**config.mk**
```make
export PLATFORM = sky130hd
export DESIGN_NAME = css_stream_minifier_core
export DESIGN_NICKNAME = d
export VERILOG_FILES = /design/src/sv/csm_pkg.sv /design/src/sv/css_stream_minifier_core.sv /design/src/sv/csm_settle.sv /design/src/sv/csm_out_stage.sv
export SDC_FILE = /design/constraint.sdc
export NUM_CORES = 1
export LEC_CHECK = 0
export BUFFER_PORTS_ARGS = -buffer_cell sky130_fd_sc_hd__buf_4
export CAP_MARGIN = 20
export CORE_ASPECT_RATIO = 1.25
export CORE_MARGIN = 2
export CORE_UTILIZATION = 45
export CTS_BUF_LIST = sky130_fd_sc_hd__clkbuf_16
export CTS_CLUSTER_SIZE = 14
export DETAILED_ROUTE_END_ITERATION = 8
export PLACE_DENSITY = 0.77
export SETUP_SLACK_MARGIN = 0.15
export SYNTH_ARGS = -nofsm -noshare
export SYNTH_HDL_FRONTEND = slang
export SYNTH_SLANG_ARGS = --single-unit
export TNS_END_PERCENT = 1
```
**constraint.sdc**
```tcl
create_clock -name clk -period 7.4 [get_ports clk]
set_input_delay 0 -clock clk [delete_from_list [all_inputs] [get_ports clk]]
set_output_delay 0 -clock clk [all_outputs]
set_load 0.02 [all_outputs]
```
**src/sv/csm_pkg.sv**
```systemverilog
// Shared types, character constants and character-class functions for the CSS minifier.
`timescale 1ns / 1ps

package csm_pkg;

    localparam logic [7:0] CH_LBRACE  = 8'h7B;
    localparam logic [7:0] CH_RBRACE  = 8'h7D;
    localparam logic [7:0] CH_SPACE   = 8'h20;
    localparam logic [7:0] CH_QUOTE   = 8'h22;
    localparam logic [7:0] CH_ZERO    = 8'h30;
    localparam logic [7:0] CH_POINT   = 8'h2E;
    localparam logic [7:0] CH_COLON   = 8'h3A;
    localparam logic [7:0] CH_STAR    = 8'h2A;
    localparam logic [7:0] CH_NEWLINE = 8'h0A;

    typedef struct packed {
        logic [7:0] in_char;
        logic       end_of_input;
    } csm_in_t;

    typedef struct packed {
        logic [7:0] out_char;
        logic       char_valid;
        logic       done_res;
    } csm_out_t;

    // Context that the decision on the pending byte looks at.
    typedef struct packed {
        logic [7:0] pend_byte;
        logic [7:0] prev_byte;
        logic       in_block;
        logic       in_quotes;
        logic [7:0] next_byte;
        logic       next_none;
    } csm_ctx_t;

    typedef struct packed {
        logic keep;
        logic in_block;
        logic in_quotes;
    } csm_verdict_t;

    function automatic logic is_alpha(input logic [7:0] ch);
        return ((ch >= 8'h41) && (ch <= 8'h5A)) || ((ch >= 8'h61) && (ch <= 8'h7A));
    endfunction

    function automatic logic is_digit(input logic [7:0] ch);
        return (ch >= 8'h30) && (ch <= 8'h39);
    endfunction

    function automatic logic is_punct(input logic [7:0] ch);
        return ((ch >= 8'h21) && (ch <= 8'h2F)) || ((ch >= 8'h3A) && (ch <= 8'h40)) ||
               ((ch >= 8'h5B) && (ch <= 8'h60)) || ((ch >= 8'h7B) && (ch <= 8'h7E));
    endfunction

endpackage

```
**src/sv/css_stream_minifier_core.sv**
```systemverilog
// Top level of the CSS stream minifier: text state registers, decision logic and result stage.
//
//  channel | valid     | stall     | payload
//  --------+-----------+-----------+--------------------------------------
//  input   | src_valid | src_stall | src_item  (in_char, end_of_input)
//  result  | dst_valid | dst_stall | dst_item  (out_char, char_valid, done_res)
//
// One item is taken every cycle unless src_stall is high; its result, if any, appears in the next cycle.
// The decision on the pending byte is combinational compare logic on three bytes
// and three flags, between the text state registers and the result register.
// src_stall is high only while a result sits in the result register and is stalled.
// Reset (rst_n low) clears the text state and empties the result register.
`timescale 1ns / 1ps

module css_stream_minifier_core
    import csm_pkg::*;
(
    input  logic     clk,
    input  logic     rst_n,
    input  logic     src_valid,
    output logic     src_stall,
    input  csm_in_t  src_item,
    output logic     dst_valid,
    input  logic     dst_stall,
    output csm_out_t dst_item
);

    logic [7:0]   pend_byte_reg;
    logic [7:0]   pend_byte_next;
    logic         pend_valid_reg;
    logic         pend_valid_next;
    logic [7:0]   prev_byte_reg;
    logic [7:0]   prev_byte_next;
    logic         in_block_reg;
    logic         in_block_next;
    logic         in_quotes_reg;
    logic         in_quotes_next;

    logic         stage_ready;
    logic         accept;
    logic         kept;
    logic         emit;
    csm_ctx_t     ctx;
    csm_verdict_t verdict;
    csm_out_t     res;

    assign src_stall = !stage_ready;
    assign accept    = src_valid && stage_ready;

    assign ctx.pend_byte = pend_byte_reg;
    assign ctx.prev_byte = prev_byte_reg;
    assign ctx.in_block  = in_block_reg;
    assign ctx.in_quotes = in_quotes_reg;
    assign ctx.next_byte = src_item.in_char;
    assign ctx.next_none = src_item.end_of_input;

    csm_settle u_settle (
        .ctx     (ctx),
        .verdict (verdict)
    );

    assign kept = pend_valid_reg && verdict.keep;
    // An end item always answers; a byte item answers only when a byte is kept.
    assign emit = accept && (kept || src_item.end_of_input);

    assign res.out_char   = kept ? pend_byte_reg : 8'h00;
    assign res.char_valid = kept;
    assign res.done_res   = src_item.end_of_input;

    always_comb
    begin
        pend_byte_next  = pend_byte_reg;
        pend_valid_next = pend_valid_reg;
        prev_byte_next  = prev_byte_reg;
        in_block_next   = in_block_reg;
        in_quotes_next  = in_quotes_reg;
        if (accept)
        begin
            if (src_item.end_of_input)
            begin
                pend_byte_next  = 8'h00;
                pend_valid_next = 1'b0;
                prev_byte_next  = 8'h00;
                in_block_next   = 1'b0;
                in_quotes_next  = 1'b0;
            end
            else
            begin
                pend_byte_next  = src_item.in_char;
                pend_valid_next = 1'b1;
                if (pend_valid_reg)
                begin
                    // A dropped byte still becomes the previous byte.
                    prev_byte_next = pend_byte_reg;
                    in_block_next  = verdict.in_block;
                    in_quotes_next = verdict.in_quotes;
                end
            end
        end
    end

    always_ff @(posedge clk or negedge rst_n)
    begin
        if (!rst_n)
        begin
            pend_byte_reg  <= 8'h00;
            pend_valid_reg <= 1'b0;
            prev_byte_reg  <= 8'h00;
            in_block_reg   <= 1'b0;
            in_quotes_reg  <= 1'b0;
        end
        else
        begin
            pend_byte_reg  <= pend_byte_next;
            pend_valid_reg <= pend_valid_next;
            prev_byte_reg  <= prev_byte_next;
            in_block_reg   <= in_block_next;
            in_quotes_reg  <= in_quotes_next;
        end
    end

    csm_out_stage u_out_stage (
        .clk       (clk),
        .rst_n     (rst_n),
        .load      (emit),
        .load_item (res),
        .ready     (stage_ready),
        .valid     (dst_valid),
        .item      (dst_item),
        .stall     (dst_stall)
    );

`ifndef SYNTHESIS
    a_empty_char_zero: assert property (@(posedge clk) disable iff (!rst_n)
        (dst_valid && !dst_item.char_valid) |-> (dst_item.out_char == 8'h00))
        else $error("Result without a kept byte carries a nonzero byte.");

    a_plain_result_has_byte: assert property (@(posedge clk) disable iff (!rst_n)
        (dst_valid && !dst_item.done_res) |-> dst_item.char_valid)
        else $error("Byte result without a kept byte.");

    a_end_clears_state: assert property (@(posedge clk) disable iff (!rst_n)
        (accept && src_item.end_of_input) |=>
        (!pend_valid_reg && !in_quotes_reg && !in_block_reg && (prev_byte_reg == 8'h00)))
        else $error("Text state not cleared after end item.");

    a_quotes_need_pending: assert property (@(posedge clk) disable iff (!rst_n)
        in_quotes_reg |-> pend_valid_reg)
        else $error("String flag set with no pending byte.");
`endif

endmodule

```
**src/sv/csm_settle.sv**
```systemverilog
// Decision logic that keeps or drops the pending byte and updates the block and string flags.
`timescale 1ns / 1ps

module csm_settle
    import csm_pkg::*;
(
    input  csm_ctx_t     ctx,
    output csm_verdict_t verdict
);

    logic l_alpha;
    logic l_digit;
    logic l_quote;
    logic l_star;
    logic n_alpha;
    logic n_digit;
    logic n_quote;
    logic n_punct;
    logic n_colon;
    logic n_star;
    logic n_point;
    logic space_keep;

    assign l_alpha = is_alpha(ctx.prev_byte);
    assign l_digit = is_digit(ctx.prev_byte);
    assign l_quote = (ctx.prev_byte == CH_QUOTE);
    assign l_star  = (ctx.prev_byte == CH_STAR);

    // At the end of text the next byte belongs to no class at all.
    assign n_alpha = !ctx.next_none && is_alpha(ctx.next_byte);
    assign n_digit = !ctx.next_none && is_digit(ctx.next_byte);
    assign n_quote = !ctx.next_none && (ctx.next_byte == CH_QUOTE);
    assign n_punct = !ctx.next_none && is_punct(ctx.next_byte);
    assign n_colon = !ctx.next_none && (ctx.next_byte == CH_COLON);
    assign n_star  = !ctx.next_none && (ctx.next_byte == CH_STAR);
    assign n_point = !ctx.next_none && (ctx.next_byte == CH_POINT);

    assign space_keep = (l_alpha && (n_alpha || n_digit || n_quote)) ||
                        (l_quote && !n_punct) ||
                        (!ctx.in_block && n_colon) ||
                        l_digit || n_star || l_star;

    always_comb
    begin
        verdict.keep      = 1'b1;
        verdict.in_block  = ctx.in_block;
        verdict.in_quotes = ctx.in_quotes;
        if (ctx.in_quotes)
        begin
            if (ctx.pend_byte == CH_QUOTE)
            begin
                verdict.in_quotes = 1'b0;
            end
        end
        else
        begin
            case (ctx.pend_byte)
                CH_NEWLINE: verdict.keep = 1'b0;
                CH_LBRACE:  verdict.in_block = 1'b1;
                CH_RBRACE:  verdict.in_block = 1'b0;
                CH_QUOTE:   verdict.in_quotes = 1'b1;
                CH_ZERO:    verdict.keep = l_digit || !n_point;
                CH_SPACE:   verdict.keep = space_keep;
                default:    verdict.keep = 1'b1;
            endcase
        end
    end

endmodule

```
**src/sv/csm_out_stage.sv**
```systemverilog
// Result register that holds one finished item and frees itself as soon as it is taken.
`timescale 1ns / 1ps

module csm_out_stage
    import csm_pkg::*;
(
    input  logic     clk,
    input  logic     rst_n,
    input  logic     load,
    input  csm_out_t load_item,
    output logic     ready,
    output logic     valid,
    output csm_out_t item,
    input  logic     stall
);

    logic     valid_reg;
    logic     valid_next;
    csm_out_t item_reg;

    assign ready      = !valid_reg || !stall;
    assign valid_next = load || (valid_reg && stall);

    always_ff @(posedge clk or negedge rst_n)
    begin
        if (!rst_n)
        begin
            valid_reg <= 1'b0;
        end
        else
        begin
            valid_reg <= valid_next;
        end
    end

    always_ff @(posedge clk)
    begin
        if (load)
        begin
            item_reg <= load_item;
        end
    end

    assign valid = valid_reg;
    assign item  = item_reg;

endmodule

```
# Yosys cells after proc, flatten, opt, wreduce, memory -nomap -nowiden
# Cells that the tools add are included.
[totals]
word_cells = 107
output_inout_bits = 12
reg_bits = 30
input_bits = 13
[classes]
magnitude_cmp = 20
n_eq_ne = 13
reduce_logical = 51
mux = 14
[op_table]
columns = ["operator", "count"]
rows = [
  ["equality test 8 x 6 -> 1 bit (second input constant)", 9],
  ["<= comparator 8 x 7 -> 1 bit (second input constant)", 7],
  ["greater-or-equal comparator 8 x 7 -> 1 bit (second input constant)", 6],
  ["greater-or-equal comparator 8 x 6 -> 1 bit (second input constant)", 4],
  ["<= comparator 8 x 6 -> 1 bit (second input constant)", 3],
  ["logical AND 1 bit", 24],
  ["two-way mux 8 bit", 3],
  ["equality test 8 x 7 -> 1 bit (second input constant)", 2],
  ["logical OR 1 bit", 16],
  ["equality test 8 x 4 -> 1 bit (second input constant)", 1],
  ["two-way mux 1 bit", 8],
  ["logical NOT 1 bit", 7],
  ["AND reduction 4 bit", 1],
  ["one-hot mux 1 bit (3 select lines)", 1],
  ["nonzero test 3 bit", 1],
  ["two-way mux 2 bit", 1],
  ["!= test 2 bit (second input constant)", 1],
  ["one-hot mux 1 bit (2 select lines)", 1],
  ["AND reduction 2 bit", 1],
  ["nonzero test 2 bit", 1],
]

# Longest topological paths before layout
[depth]
word_depth = 19
depth_mapped = 7
mapped_depth_nobuf = 6

# Hierarchy
# Synthesis repeated with hierarchy kept, for this count alone.
[hier_totals]
hier_cells = 164
area_unflattened_um2 = 1762.9
[modules_own_cells]
columns = ["module", "area_each_um2", "cells_per_inst", "seq_area_each_um2", "n_inst"]
rows = [
  ["css_stream_minifier_core", 1081.0, 96, 475.5, 1],
  ["csm_settle", 345.3, 55, 0.0, 1],
  ["csm_out_stage", 336.6, 13, 325.3, 1],
]

# Least setup slack after synthesis
# Ideal clock, no wire load.
[synth_timing]
path_kind = "register -> register"
start = "register pend_byte_reg[2]"
end = "register u_out_stage.item_reg (netlist bit u_out_stage.item[0]) (enable)"
setup_time_ps = 341
synth_period_minus_slack_ps = 2671
slack_ps = 4729
t_required_ps = 7059
path_stages_with_launch = 7
n_path_buf = 0
t_arrival_ps = 2330
cell_sequence = "dfrtp_1 -> or4_4 -> or3_4 -> nand2b_1 -> a311oi_2 -> o31a_2 -> o21a_1"
[synth_via]
elab_chain_cells = 6
[synth_lines]
columns = ["item", "line_no", "text"]
rows = [
  ["from (decl)", "css_stream_minifier_core.sv:28", "logic [7:0] pend_byte_reg;"],
  ["from (signal assigned)", "css_stream_minifier_core.sv:114", "pend_byte_reg <= pend_byte_next;"],
  ["equality test 8 x 6 -> 1 bit / equality test 8 x 4 -> 1 bit (equally long branches)", "csm_settle.sv:57", "case (ctx.pend_byte)"],
  ["one-hot mux 1 bit (3 select lines) (*)", "csm_settle.sv:57", ""],
  ["two-way mux 2 bit (*)", "csm_settle.sv:48", "if (ctx.in_quotes)"],
  ["logical AND 1 bit (*)", "css_stream_minifier_core.sv:62", "assign kept = pend_valid_reg && verdict.keep;"],
  ["net kept", "css_stream_minifier_core.sv:41", "logic kept;"],
  ["logical OR 1 bit (*)", "css_stream_minifier_core.sv:64", "assign emit = accept && (kept || src_item.end_of_input);"],
  ["logical AND 1 bit (*)", "css_stream_minifier_core.sv:64", ""],
  ["net emit", "css_stream_minifier_core.sv:42", "logic emit;"],
  ["to (signal assigned)", "csm_out_stage.sv:40", "item_reg <= load_item;"],
  ["to (decl)", "csm_out_stage.sv:19", "csm_out_t item_reg;"],
]
# Mark *: on every way through the listed nets, which the timed path passes. The rest lies on a longest branch. The select of a mux whose other input is x is not followed.
# A chain may end at the register's enable or synchronous reset.

# Final worst setup path
[layout_timing]
start = "register pend_byte_reg[2]"
end = "register u_out_stage.item_reg (netlist bit u_out_stage.item[8]) (enable)"
# Same word-level chain as after synthesis.

==> summary.md <==
| Metric | Value |
|---|---|
| Status | `finished clean` |
| Multi-input logic area | `810 sq um` |
| Clk slew on worst S/H paths | `0.05 ns` |
| Rows | `24` |
| Final Max Tran Viols | `0` |
| Num CTS Buffers | `5` |
| Initial Util | `47.6%` |
| ANT nets after route | `0` |
| Detailed Routing Iterations Pass 1 | `4` |
| Psw | `168 uW` |
| Vias in the first global route | `1414` |
| Post-Route M1 WL | `1.65 mm` |
| Seq pwr share | `41.2%` |
| Setup Skew | `around 0.0021 ns` |
| Die Y | `approximately 72 um` |
| Total GRT Usage | `21.9%` |
| WL per Instance | `16.5 um` |
| Crit path top cell by count | `or3_4` |
| Adder-cell share of the synthesized area | `0%` |
| Compound-Gate Fraction of Synth Area | `a little under a quarter` |
| Slew Limit Headroom | `62.6%` |
| Tot Pwr | `576 uW` |
| Data required, critical path | `about 7.3 ns` |
| Main combinational cell family by area after synthesis | `simple AND/OR/NAND/NOR gates` |
| Actual slew at the worst max-slew pin | `0.558 ns` |
| Detailed Place HPWL | `2.94 mm` |
| CTS Sinks | `30` |
| P&R area growth vs syn | `23.5%` |
| CP cell instances | `or4_4 -> or3_4 -> a2111oi_1 -> or3_4 -> o31a_2 -> o21a_1` |
| Hold Crit Class | `primary input to flip-flop` |
| Final WS setup | `4.43 ns` |
| First-pass GRT wire length | `6.87 mm` |
| Cell Pwr Density | `around 280 mW/mm^2` |
| Pin count of the biggest net entering global routing | `27` |
| Worst skew pair latency | `0.28 ns` |
| Comb power frac | `19.1%` |
| Critical path fanouts, max | `10` |
| Commonest non-fill, non-tap cell in the layout | `nand2_1` |
| NumNets Final | `217` |
| H-tree depth | `2` |
| Vias | `~1500` |
| FF+latch count, synth | `30` |
| Main flop type after synthesis | `dfrtp_1` |
| Asr flop ratio synth | `between 60% and 70%` |
| RSZ-0062 raised after global routing | `false` |
| Die width | `58.6 um` |
| Post-Syn Area | `~0.0017 sq mm` |
| Fin Setup TNS | `0 ns` |
| Mux contribution to synthesized area | `0%` |
| DRT iter0 DRCs | `57` |
| Maxcap violations | `0` |
| Sw frac | `29.2%` |
| Max Used Layer | `met4` |
| Static leakage | `roughly 0.00086 uW` |
| Synth Area in Simple Gates | `between 20% and 30%` |
| Fill cells | `310` |
| Top Ports | `25` |
| Synthesized instance count | `177` |
| Yosys warnings | `0` |
| Crit Path Class | `flip-flop to flip-flop` |
| Worst vdd ir | `238 uV` |
| CP startpoint kind | `flip-flop` |
| CORE AREA | `0.00351 sq mm` |
| Layout cells sized above 1 | `21.0%` |
| Critical Path AT | `around 2.9 ns` |
| CP endpoint kind | `flip-flop` |
| Remaining global-route overflow | `0` |
| Max Freq | `0.336 GHz` |
| Initial antenna violation count | `0` |
| Ant diodes | `0` |
| DRC | `0` |
| Slowest-stage cell, CP | `or4_4` |
| GPL Wtd Cong | `between 0.9 and 1` |
| Syn avg cell area | `9.46 sq um` |
| Post-Place Worst Slack | `4.43 ns` |
| I/O Buffers | `24` |
| Final setup violation count | `0` |
| TritonCTS clock tree | `yes` |
| Clock network fraction of design power | `39.7%` |
| Most frequent cells in the layout | `nand2_1 (30), buf_4 (25), dfrtp_1 (20), o21ai_0 (19), edfxtp_1 (10)` |
| Final period utilization | `40.2%` |
| Clk root buf | `clkbuf_16` |
| Tmin final | `2.97 ns` |
| WL final | `~4 mm` |
| Post-DR vias/cell | `6.13` |
| Post-synth cell types | `52` |
| Register area | `801 sq um` |
| CP max stage delay | `between 0.5 and 0.6 ns` |
| Syn Nets | `190` |
| Hold Vio Cnt, Final | `0` |
| Clk buf depth | `2` |
| Met2 wire length | `2.05 mm` |
| Int Pwr | `just over 400 uW` |
| Die area | `0.00423 sq mm` |
| Max FFs per register | `10` |
| Met3 routed WL | `232 um` |
| Sequential area share after synthesis | `47.8%` |
| EDFF count, synth | `10` |
| Worst hold slack | `between 0.009 and 0.01 ns` |
| Xor and xnor area share after synthesis | `0.523%` |
through the flow:
step                util [%]  cells  instance area (sq um)
global route            58.9    244                   2070
global placement        53.3    233                   1870
detailed placement      53.3    233                   1870
CTS                     58.9    244                   2070
finish                  58.9    244                   2070
floorplan                  -    177                   1670
metal layers:
| layer | vias up | GRT usage [%] |
|---|---|---|
| met2 | 59 | 35.3 |
| li1 | 721 | - |
| met1 | 708 | 26.2 |
| met5 | - | 0 |
| met3 | 8 | 5.70 |
| met4 | 0 | 12.4 |
cell usage after synthesis, drive strengths merged, types with 2 or more instances:
| library cell | n | share of area, % |
|---|---|---|
| a211o | 3 | 1.6 |
| a21oi | 4 | 1.2 |
| a22oi | 8 | 3.6 |
| a31oi | 2 | 0.75 |
| and2 | 9 | 3.4 |
| and3 | 2 | 0.75 |
| and4b | 2 | 1.2 |
| clkbuf | 7 | 1.6 |
| dfrtp | 20 | 30 |
| edfxtp | 10 | 18 |
| inv | 6 | 1.3 |
| nand2 | 30 | 6.7 |
| nand2b | 2 | 0.75 |
| nand3 | 7 | 2.1 |
| nor2 | 5 | 1.1 |
| nor2b | 4 | 1.5 |
| nor3 | 2 | 0.60 |
| nor4 | 2 | 0.75 |
| o21ai | 20 | 6.2 |
| or3 | 3 | 1.7 |
| or4 | 2 | 1.1 |
final cells by class:
| cell class | count | area share (%) |
|---|---|---|
| clock buffers | 5 | 6.05 |
| inverters | 7 | 1.27 |
| flip-flops and latches | 30 | 38.7 |
| clock inverters | 3 | 1.94 |
| well taps | 39 | 2.36 |
| repair buffers | 28 | 10.5 |
| multi-input cells | 132 | 39.1 |
power groups by stage:
stage / Combinational (uW) / Sequential, uW / Clock, uW
2_1_floorplan: 70.5 / 233 / 0
3_3_place_gp: 106 / 237 / 0
3_5_place_dp: 108 / 237 / 0
4_1_cts: 110 / 235 / 231
5_1_grt: 122 / 241 / 238
6_report: 110 / 237 / 229
critical path: cells and delay by family, from the launching register on:
kind               cells  cell delay (ns)
and+or+nand+nor        3             1.15
DFF                    1             0.46
AOI/OAI and AO/OA      3             1.01
cell families (layout without fill, tap and decap cells):
kind of cell	count (synthesis)	in the layout
simple gates	77	77
compound gates	54	54
flops	30	30
xor+xnor	1	1
buf+inv	15	43
path summary, 6_finish.rpt:
path | from | end | slack (ns) | depth (start not counted)
max | pend_byte_reg[2]$_DFFE_PN0P_ | u_out_stage.item[8]$_SDFFCE_PN0P_ | 4.43 | 6
min in group asynchronous | rst_n | prev_byte_reg[4]$_DFFE_PN0P_ | 0.14 | 2
max in group asynchronous | rst_n | pend_byte_reg[0]$_DFFE_PN0P_ | 7.05 | 2
min | src_item[8] | pend_byte_reg[7]$_DFFE_PN0P_ | 0.009 | 3
max reg2reg | pend_byte_reg[2]$_DFFE_PN0P_ | u_out_stage.item[8]$_SDFFCE_PN0P_ | 4.43 | 6
min reg2reg | prev_byte_reg[5]$_DFFE_PN0P_ | prev_byte_reg[5]$_DFFE_PN0P_ | 0.54 | 2
what timing repair did:
action | 4_1_cts | 5_1_grt
resized for setup | 0 | 0
hold endpoints to repair | 21 | 0
buffers inserted | 0 | 0
hold buffers | 3 | 0
Note: power is estimated with default switching activity, not from simulation.
